File: src/rtl/core/sapc_pkg.sv
package sapc_pkg;

  localparam int unsigned TableEntries = 256;
  localparam int unsigned CountWidth   = 32;
  localparam int unsigned AddrWidth    = 32;
  localparam int unsigned SlotWidth    = 8;
  localparam int unsigned PosWidth     = 16;
  localparam logic [PosWidth-1:0] PosMax    = 16'hFFFF;
  localparam logic [PosWidth-1:0] AddrFirst = 16'd26;
  localparam logic [PosWidth-1:0] AddrLast  = 16'd29;
  localparam logic [PosWidth-1:0] MinFrame  = 16'd30;

  typedef enum logic [1:0] {
    StHit   = 2'd0,
    StNew   = 2'd1,
    StFull  = 2'd2,
    StShort = 2'd3
  } status_e;

  typedef enum logic [2:0] {
    FsmIdle   = 3'b001,
    FsmSearch = 3'b010,
    FsmOut    = 3'b100
  } fsm_e;

  // word travelling along the cell row
  typedef struct packed {
    logic                 active;
    logic                 found;
    logic [AddrWidth-1:0] addr;
  } probe_t;

endpackage

File: src/rtl/core/sapc_cell.sv
module sapc_cell #(
  parameter int unsigned CountWidth = sapc_pkg::CountWidth
) (
  input  logic                  clk_i,
  input  logic                  rst_ni,
  input  logic                  clear_i,
  input  sapc_pkg::probe_t      probe_i,
  input  logic                  is_tail_i,
  output sapc_pkg::probe_t      probe_o,
  output logic                  hit_o,
  output logic [CountWidth-1:0] count_o,
  output logic                  used_o
);
  import sapc_pkg::*;

  logic                  used_q, used_d;
  logic [AddrWidth-1:0]  addr_q, addr_d;
  logic [CountWidth-1:0] cnt_q, cnt_d;
  probe_t                probe_q, probe_d;
  logic                  match, take;

  assign match = probe_i.active && !probe_i.found && used_q && (addr_q == probe_i.addr);
  assign take  = probe_i.active && !probe_i.found && !used_q && is_tail_i;

  always_comb begin
    used_d  = used_q;
    addr_d  = addr_q;
    cnt_d   = cnt_q;
    probe_d = probe_i;
    if (clear_i) begin
      probe_d.active = 1'b0;
    end
    if (match) begin
      if (cnt_q != {CountWidth{1'b1}}) begin
        cnt_d = cnt_q + 1'b1;
      end
      probe_d.found = 1'b1;
    end else if (take) begin
      used_d        = 1'b1;
      addr_d        = probe_i.addr;
      cnt_d         = {{(CountWidth-1){1'b0}}, 1'b1};
      probe_d.found = 1'b1;
    end
  end

  always_ff @(posedge clk_i or negedge rst_ni) begin
    if (!rst_ni) begin
      used_q  <= 1'b0;
      probe_q <= '0;
    end else begin
      used_q  <= used_d;
      probe_q <= probe_d;
    end
  end

  always_ff @(posedge clk_i) begin
    addr_q <= addr_d;
    cnt_q  <= cnt_d;
  end

  assign probe_o = probe_q;
  assign hit_o   = match || take;
  assign count_o = cnt_d;
  assign used_o  = used_q;

endmodule
File: config.mk
export PLATFORM = sky130hd
export DESIGN_NAME = sapc_cell
export DESIGN_NICKNAME = d
export VERILOG_FILES = /design/src/rtl/core/sapc_pkg.sv /design/src/rtl/core/sapc_cell.sv
export SDC_FILE = /design/constraint.sdc
export NUM_CORES = 1
export LEC_CHECK = 0
export BUFFER_PORTS_ARGS = -buffer_cell sky130_fd_sc_hd__clkbuf_2
export CAP_MARGIN = 15
export CORE_MARGIN = 1
export CORE_UTILIZATION = 30
export DETAILED_ROUTE_END_ITERATION = 6
export GPL_TIMING_DRIVEN = 1
export PLACE_DENSITY = 0.54
export SLEW_MARGIN = 5
export SYNTH_ARGS = -nofsm -noshare
export SYNTH_HDL_FRONTEND = slang
export SYNTH_SLANG_ARGS = --single-unit
File: constraint.sdc
create_clock -name clk_i -period 5.66 [get_ports clk_i]
set_input_delay 1.698 -clock clk_i [delete_from_list [all_inputs] [get_ports clk_i]]
set_output_delay 1.698 -clock clk_i [all_outputs]
set_load 0.005 [all_outputs]
Word level (Yosys, flattened, before mapping)

Cells that the tools add are included.
W data, S select, Z words.

Add/sub/neg operators: 1
Eq/ne operators: 2
Mux-type cells: 6
Bitwise operators: 1
Reduce and logical (&&, ||, !) cells: 9

Operators with widths:

| kind                    | count |
|---|---|
| $mux W32                | 3 |
| $add A32 B1 Y32 const B | 1 |
| $eq A32 B32 Y1          | 1 |
| $ne A32 B32 Y1 const B  | 1 |
| $logic_and A1 B1 Y1     | 5 |
| $mux W1                 | 3 |
| $logic_not A1 Y1        | 2 |
| $reduce_and A2 Y1       | 1 |
| $logic_or A1 B1 Y1      | 1 |
| $not A1 Y1              | 1 |

Register bits: 99
Input bits: 38
Output and inout bits: 68
Word-level logic and storage cells: 25

Logic depth before layout (Yosys ltp)

Gate-level depths: netlist of run 1.

Depth in word-level cells: 6
Mapped depth: 9
Gate-level depth less buffers: 7

Worst setup path after synthesis of run 1

OpenSTA, ideal clock, no wires.

Path type: input to output
From: in probe_i[33] (netlist name)
To: out count_o[1]
Arrival: 3841 ps
Required time: 3962 ps
Setup slack: 121 ps
Stages: 7
Buffers on the path: 1
Cell sequence: nor2b_1 > nand2_1 > or2_2 > inv_1 > clkbuf_1 > mux2i_1 > a21o_1

Longest elaborated chain between the ends: 5
Elaborated cells on any way between the ends: 7
Classes of those cells: mux (2); reduce/logical (5)

Ends and longest elaborated chain:

| element                          | RTL line                         | text |
|---|---|---|
| from (decl)                      | sapc_cell.sv:7                   | `input sapc_pkg::probe_t probe_i,` |
| $logic_and A1 B1 Y1 (*)          | sapc_cell.sv:22, sapc_cell.sv:23 |  |
| $logic_and A1 B1 Y1 (2 in a row) | sapc_cell.sv:23                  | `assign take = probe_i.active && !probe_i.found && !used_q && is_tail_i;` |
| $mux W32                         | sapc_cell.sv:38                  | `end else if (take) begin` |
| $mux W32 (*)                     | sapc_cell.sv:33                  | `if (match) begin` |
| to (decl)                        | sapc_cell.sv:11                  | `output logic [CountWidth-1:0] count_o,` |

Every way passes the cells marked *; elsewhere a longest branch is shown, timed or not.

Worst setup path in the final report of run 1

From: in probe_i[22] (netlist name)
To: out count_o[31]

Longest elaborated chain between the ends: 3

Ends and longest elaborated chain:

| element             | RTL line        | text |
|---|---|---|
| $eq A32 B32 Y1      | sapc_cell.sv:22 | `assign match = probe_i.active && !probe_i.found && used_q && (addr_q == probe_i.addr);` |
| $logic_and A1 B1 Y1 | sapc_cell.sv:22 |  |
| $mux W32            | sapc_cell.sv:33 |  |

No other way between the ends.

==> out/results.tsv, run 1 <==
stage	metric	value	unit
clock_network	Clock Path Buffers	2	
setup_path	crit-path max FO	5	
setup_path	reg-to-reg endpoint	cnt_q[10]	
setup_path	Crit path top cell by count	clkbuf_2	
clock_network	clock transition at the registers of the reported paths	0.07	ns
setup_path	Crit. End Element	output port	
clock_network	CTS tree	done	
logic_synthesis	Synth top area share	0.227	
logic_synthesis	Post-Syn Area	4230	µm²
setup_path	Worst Setup Start Kind	input port	
logic_synthesis	Post-synth EDFFs	32	
timing	Slew Limit Fails	0	
timing	Hold Vio Cnt, Final	0	
logic_synthesis	synthesized flop and latch total	99	
power	leakage power	2.26	nW
die	Die Ht	121	µm
logic_synthesis	cell count after synthesis	370	
global_routing	initial antenna violation count	0	
run_status	status	finished clean	
power	Seq pwr share	0.517	
setup_path	max incr delay on CP	0.57	ns
die	Total Die Area	14600	µm²
placement	Post-DP HPWL	7.30	mm
die	initial core utilization	0.306	
routing	drt total wl	10.3	mm
placement	I/O Buffers	105	
final_layout	Layout Nets	526	
final_layout	final std cells w/o fill	672	
min_path	Hold Path Class	reg2reg	
power	PwrDens	269	nW/µm²
power	Gate power share	0.053	
timing	Slew headroom	0.415	
power	Net Sw Power	0.335	mW
setup_path	critical path class	in2out	
logic_synthesis	post-synthesis async set-or-reset flop share	0.354	
power	VDD IR max	134	µV
placement	GPL Wtd Cong	0.800	
setup_path	CP arrival	3.86	ns
logic_synthesis	top-count cell post-synth	nand3_1	
logic_synthesis	top cells by area, synth	edfxtp_1 23%, dfrtp_1 21%, dfxtp_1 15%, xor2_1 6.0%, nand3_1 5.2%	
min_path	hold path depth	2	
logic_synthesis	syn nets	409	
setup_path	CP max stage cell	or4_4	
clock_network	CTS Root Cell	clkbuf_16	
logic_synthesis	Yosys top cell by area	edfxtp_1	
clock_network	CTS buffer count	9	
setup_path	Reg2Reg Launch Point	addr_q[30]	
power	Net Sw Frac	0.228	
timing	min Tclk post-route	5.55	ns
power	total internal power	1.14	mW
routing	DR vias/cell	4.93	
timing	Fin Clk Skew	0.00672	ns
setup_path	Crit. path cell count	9	
final_layout	area delta synth->final	29.3	%
timing	Least-Margin Pin Slew	0.878	ns
logic_synthesis	register area share after synthesis	0.586	
logic_synthesis	top_reg_cell synth	dfrtp_1	
die	standard-cell row count	43	
setup_path	Worst R2R Setup Slack	3.17	ns
global_routing	GRT Overall Usage	0.145	
global_routing	vias in the first global route	3115	
logic_synthesis	average size of a mapped cell	11.4	µm²
timing	Tcrit/Tclk final	0.981	
clock_network	Hold Buf Count CTS	0	
die	Core Area	13800	µm²
routing	DRC errors left	0	
global_routing	pin count of the biggest net entering global routing	36	
final_layout	layout cells sized above 1	0.325	
setup_path	Worst Path Buf+Inv	3	
setup_path	CP Cell Sequence	clkbuf_2 > xor2_1 > nor4_2 > nand3b_1 > or4_4 > buf_6 > and3_1 > or3_4 > clkbuf_2	
die	die width	121	µm
setup_path	termination of the worst setup path	count_o[31]	
min_path	HP Start	cnt_q[30]	
clock_network	CTS HTree Levels	3	
final_layout	ant diodes	0	
routing	routed wire length per instance	15.4	µm
global_routing	first-pass GRT wire length	15.9	mm
flow_run	MaxCap Viol Count	0	
timing	Setup TNS	0	ns
clock_network	worst skew pair latency	0.35	ns
clock_network	CTS sink cnt	99	
routing	DR iter-0 viols	221	
setup_path	Reg2Reg Depth	9	
setup_path	CP Launch Point	probe_i[22]	
logic_synthesis	synth cell count leaders	44 x nand3_1, 35 x dfrtp_1, 32 x dfxtp_1, 32 x edfxtp_1, 29 x xor2_1	
timing	Setup-failing EPs final	0	
die	I/O Pins	106	
global_routing	GRT overflow	0	
routing	TritonRoute pass-1 iters	4	
setup_path	Crit path required time	3.96	ns
logic_synthesis	Ys Warns	0	
power	clock share of power	0.431	
placement	Placed Cells incl. Taps	654	
routing	vias	3315	
timing	f_max	180	MHz
setup_path	critical path's top delay family	simple AND/OR/NAND/NOR gates	
logic_synthesis	Distinct cells, synth	49	
routing	Antenna Nets Post-Route	0	
## power by group through the flow
stage / Sequential (mW) / Combinational [mW] / Clock, mW
detailed placement: 0.777 / 0.0760 / 0
global placement: 0.776 / 0.0749 / 0
finish: 0.761 / 0.0774 / 0.635
CTS: 0.761 / 0.0766 / 0.656
global route: 0.763 / 0.0872 / 0.688
floorplan: 0.777 / 0.0224 / 0
## registers in the layout, summed over array words and instances (netlist names)
| name | cells |
|---|---|
| probe_o | 34 |
| addr_q | 32 |
| cnt_q | 32 |
| used_o | 1 |
## worst min-delay path, stage by stage, from the launching register on
cell     delay (ns)
dfxtp_1        0.33
nand3_1        0.07
nand3_1        0.08
## how the worst min path moves through the flow
stage	endpoint
floorplan	cnt_q[21]
global placement	cnt_q[30]
detailed placement	cnt_q[21]
CTS	cnt_q[30]
global route	cnt_q[8]
finish	cnt_q[30]
## logic make-up (layout without fill, tap and decap cells)
logic type | count (synthesis) | after routing | share of synthesized area
AND/OR/NAND/NOR | 171 | 171 | 0.230
flip-flops | 99 | 99 | 0.586
AO/OA/AOI/OAI | 39 | 39 | 0.0707
XOR/XNOR | 33 | 33 | 0.0683
buffers and inverters | 17 | 139 | 0.0172
multiplexers | 10 | 10 | 0.0254
adder cells (fa/ha/maj) | 1 | 1 | 0.00296
## metrics by stage
stage                     hold slack [ns]  setup slack (ns)   util  cell area [µm²]  power [mW]
after detailed placement            0.515            0.0188  0.364             5040       0.853
after floorplan                     0.497             0.121      -             4230       0.800
after global placement              0.513            0.0346  0.364             5040       0.851
final                               0.528             0.105  0.396             5470        1.47
after CTS                           0.533            0.0115  0.387             5350        1.49
after global routing                0.569           -0.0240  0.396             5470        1.54
## cell usage in the layout, fill, tap and decap left out, drive strengths merged, types with 10 or more instances in the layout
| cell | count |
|---|---|
| nand2 | 27 |
| edfxtp | 32 |
| nand3 | 44 |
| dfrtp | 35 |
| xor2 | 29 |
| nand4 | 10 |
| nor2 | 14 |
| buf | 17 |
| dfxtp | 32 |
| clkbuf | 112 |
| nor4 | 12 |
| nor3 | 16 |
## repair_timing
item / in CTS / in global routing
setup endpoints to repair: 0 / 18
gates resized for setup: 0 / 20
buffers inserted: 0 / 1
## final cells by class
cell class / count / area, µm²
Clock buffer: 9 / 225
Clock inverter: 7 / 86.3
Fill cell: 1366 / 8360
Inverter: 3 / 11.3
Multi-Input combinational cell: 254 / 1790
Sequential cell: 99 / 2480
Tap cell: 180 / 225
Timing Repair Buffer: 120 / 652
## per-layer routing
layer | GRT usage | up-vias | share of wire
met1 | 0.179 | 1596 | 0.46
met3 | 0.0410 | 9 | 0.055
met4 | 0.0548 | 0 | 0.012
met5 | 0 | - | 0
li1 | - | 1608 | -
met2 | 0.239 | 102 | 0.48
No activity file was read; power rests on OpenSTA's default activity.
==> inputs of run 2 (changes only) <==
- CORE_UTILIZATION: 30 -> 48
- PLACE_DENSITY: 0.54 -> 0.78
==> run 2 against run 1 <==
Net effect:
- wire length shrank 9.0%
- register-to-register slack worse by 0.03 ns
- worst hold slack better by 0.015 ns
- cell count shrank 12%
- via count rose by 0.30%
- sequential power barely moved
- non-clock buffer count shrank 7
- total power down 13%
- worst setup slack worse by 0.088 ns
- clock skew up 0.010 ns
- combinational power down 3.6%
- die area decreased by 37%
- highest routed layer unchanged
==> out/results.tsv, run 2 (synthesis results as in run 1) <==
stage	metric	value	unit	change
run_status	status	finished clean		
timing	Hold Vio Cnt, Final	0		unchanged
min_path	Hold Path Class	reg2reg		
die	die width	95.9	µm	-21%
power	Gate power share	0.058		+0.005
routing	TritonRoute pass-1 iters	4		unchanged
die	Core Area	8380	µm²	-39%
clock_network	CTS buffer count	9		unchanged
clock_network	worst skew pair latency	0.38	ns	+0.03 ns
routing	vias	3325		+0.30%
global_routing	vias in the first global route	2988		-4.1%
final_layout	Layout Utilization	0.615		+0.220
timing	Slew Limit Fails	0		unchanged
routing	DR iter-0 viols	158		-29%
die	I/O Pins	106		unchanged
final_layout	commonest non-fill, non-tap cell in the layout	clkbuf_2		
global_routing	initial antenna violation count	0		unchanged
routing	drt total wl	9.41	mm	-9.0%
setup_path	CP arrival	3.94	ns	+0.08 ns
clock_network	Clock Path Buffers	2		unchanged
timing	setup ws final	0.0170	ns	-0.0884 ns
global_routing	GRT Overall Usage	0.213		+0.0684
power	Net Sw Frac	0.253		+0.0257
routing	DRC errors left	0		unchanged
routing	routed wire length per instance	16.0	µm	+3.6%
global_routing	GRT overflow	0		unchanged
power	PwrDens	249	nW/µm²	-7.4%
clock_network	CTS Root Cell	clkbuf_8		
timing	f_max	177	MHz	-1.6%
setup_path	Worst Setup Start Kind	input port		
setup_path	Crit. End Element	output port		
routing	Antenna Nets Post-Route	0		unchanged
clock_network	CTS tree	done		
setup_path	crit-path max FO	15		+10
placement	GPL Wtd Cong	0.931		+16%
power	leakage power	2.17	nW	-3.9%
setup_path	Crit path required time	3.96	ns	about the same
power	VDD IR max	122	µV	-9.2%
final_layout	Layout Nets	519		-1.3%
placement	I/O Buffers	105		unchanged
final_layout	layout cells sized above 1	0.297		-0.0283
clock_network	CTS sink cnt	99		unchanged
timing	Fin Clk Skew	0.0171	ns	+0.0103 ns
power	Seq pwr share	0.591		+0.074
flow_run	MaxCap Viol Count	0		unchanged
die	standard-cell row count	33		-23%
placement	Place WS	0.0444	ns	+0.0255 ns
final_layout	ant diodes	0		unchanged
die	initial core utilization	0.505		+0.199
clock_network	Post-CTS Setup Repair Bufs	0		unchanged
timing	min Tclk post-route	5.64	ns	+0.0884 ns
final_layout	commonest cells after routing, fill and taps aside	105 x clkbuf_2, 44 x nand3_1, 35 x dfrtp_1, 32 x edfxtp_1, 32 x dfxtp_1		
die	Die Ht	95.9	µm	-21%
global_routing	pin count of the biggest net entering global routing	36		unchanged
power	clock share of power	0.351		-0.080
timing	Tcrit/Tclk final	0.997		+0.0156
power	Total Power	1.29	mW	-13%
final_layout	Finished Cell Area	5160	µm²	-5.7%
placement	placed instance area	4920	µm²	-2.4%
final_layout	fillcell total	678		-50%
timing	Slew headroom	0.434		+0.0194
routing	DR vias/cell	5.64		+14%
power	Net Sw Power	0.326	mW	-2.9%
timing	Setup-failing EPs final	0		unchanged
placement	Post-DP HPWL	6.76	mm	-7.3%
setup_path	critical path class	in2out		
die	Total Die Area	9190	µm²	-37%
power	total internal power	0.960	mW	-16%
final_layout	max reg flops	34		unchanged
global_routing	first-pass GRT wire length	14.6	mm	-8.3%
final_layout	area delta synth->final	21.9	%	
clock_network	clock transition at the registers of the reported paths	0.10	ns	+0.03 ns
setup_path	Worst R2R Setup Slack	3.14	ns	-0.03 ns
clock_network	CTS HTree Levels	3		unchanged
timing	Least-Margin Pin Slew	0.848	ns	-0.0292 ns
[run 2: cell types whose count changed in the layout (fill, tap and decap cells not counted), moves of 3 or more]
cell,before,now
buf_2,3,0
buf_4,12,6
clkbuf_16,9,0
clkbuf_8,0,9
clkinv_4,3,0
inv_6,0,5
[run 2: stage by stage]
| step | hold slack, ns | TNS (ns) | cells |
|---|---|---|---|
| after floorplan | 0.497 | 0 | 370 |
| after global placement | 0.516 | 0 | 574 |
| after detailed placement | 0.528 | 0 | 574 |
| after CTS | 0.545 | 0 | 590 |
| after global routing | 0.578 | -0.402 | 590 |
| final | 0.542 | 0 | 590 |
[run 2: power groups by stage]
| stage | registers (mW) | logic [mW] | clock network, mW |
|---|---|---|---|
| 6_report | 0.761 | 0.0746 | 0.451 |
| 4_1_cts | 0.761 | 0.0739 | 0.458 |
| 5_1_grt | 0.763 | 0.0834 | 0.487 |
| 3_3_place_gp | 0.775 | 0.0707 | 0 |
| 2_1_floorplan | 0.777 | 0.0224 | 0 |
| 3_5_place_dp | 0.776 | 0.0729 | 0 |
[run 2: cell type report]
cell class	count	area [µm²]	share of cell area
Multi-Input combinational cell	254	1730	0.335
Clock inverter	7	76.3	0.0148
Sequential cell	99	2480	0.480
Inverter	3	11.3	0.00218
Timing Repair Buffer	113	611	0.118
Tap cell	105	131	0.0255
Clock buffer	9	124	0.0240
[run 2: worst max-delay path, cell delays in order]
cell      delay, ns
clkbuf_2       0.11
xnor2_1        0.24
nor4b_2        0.28
nand4b_1       0.18
or4_1          0.53
buf_4          0.21
and3_1         0.19
or3_1          0.38
clkbuf_2       0.12
[run 2: final timing paths]
path / startpoint / cells after the start / end
min: cnt_q[30] / 2 / cnt_q[30]
max reg2reg: addr_q[2] / 7 / cnt_q[31]
max: probe_i[10] / 9 / count_o[31]
min reg2reg: cnt_q[30] / 2 / cnt_q[30]
max in group asynchronous: rst_ni / 1 / probe_o[25]
min in group asynchronous: rst_ni / 1 / probe_o[5]
[run 2: what timing repair did]
action | 4_1_cts | 5_1_grt
endpoints found under the setup margin | 0 | 23
endpoints found under the hold margin | 0 | 0
resized for setup | 0 | 6
hold buffers | 0 | 0
[run 2: metal layers]
layer / vias up / track usage / wire length, µm
met5: - / 0 / 0
met4: 0 / 0.0970 / 198
met3: 13 / 0.0387 / 636
met2: 133 / 0.347 / 4460
met1: 1581 / 0.277 / 4110
li1: 1598 / - / -
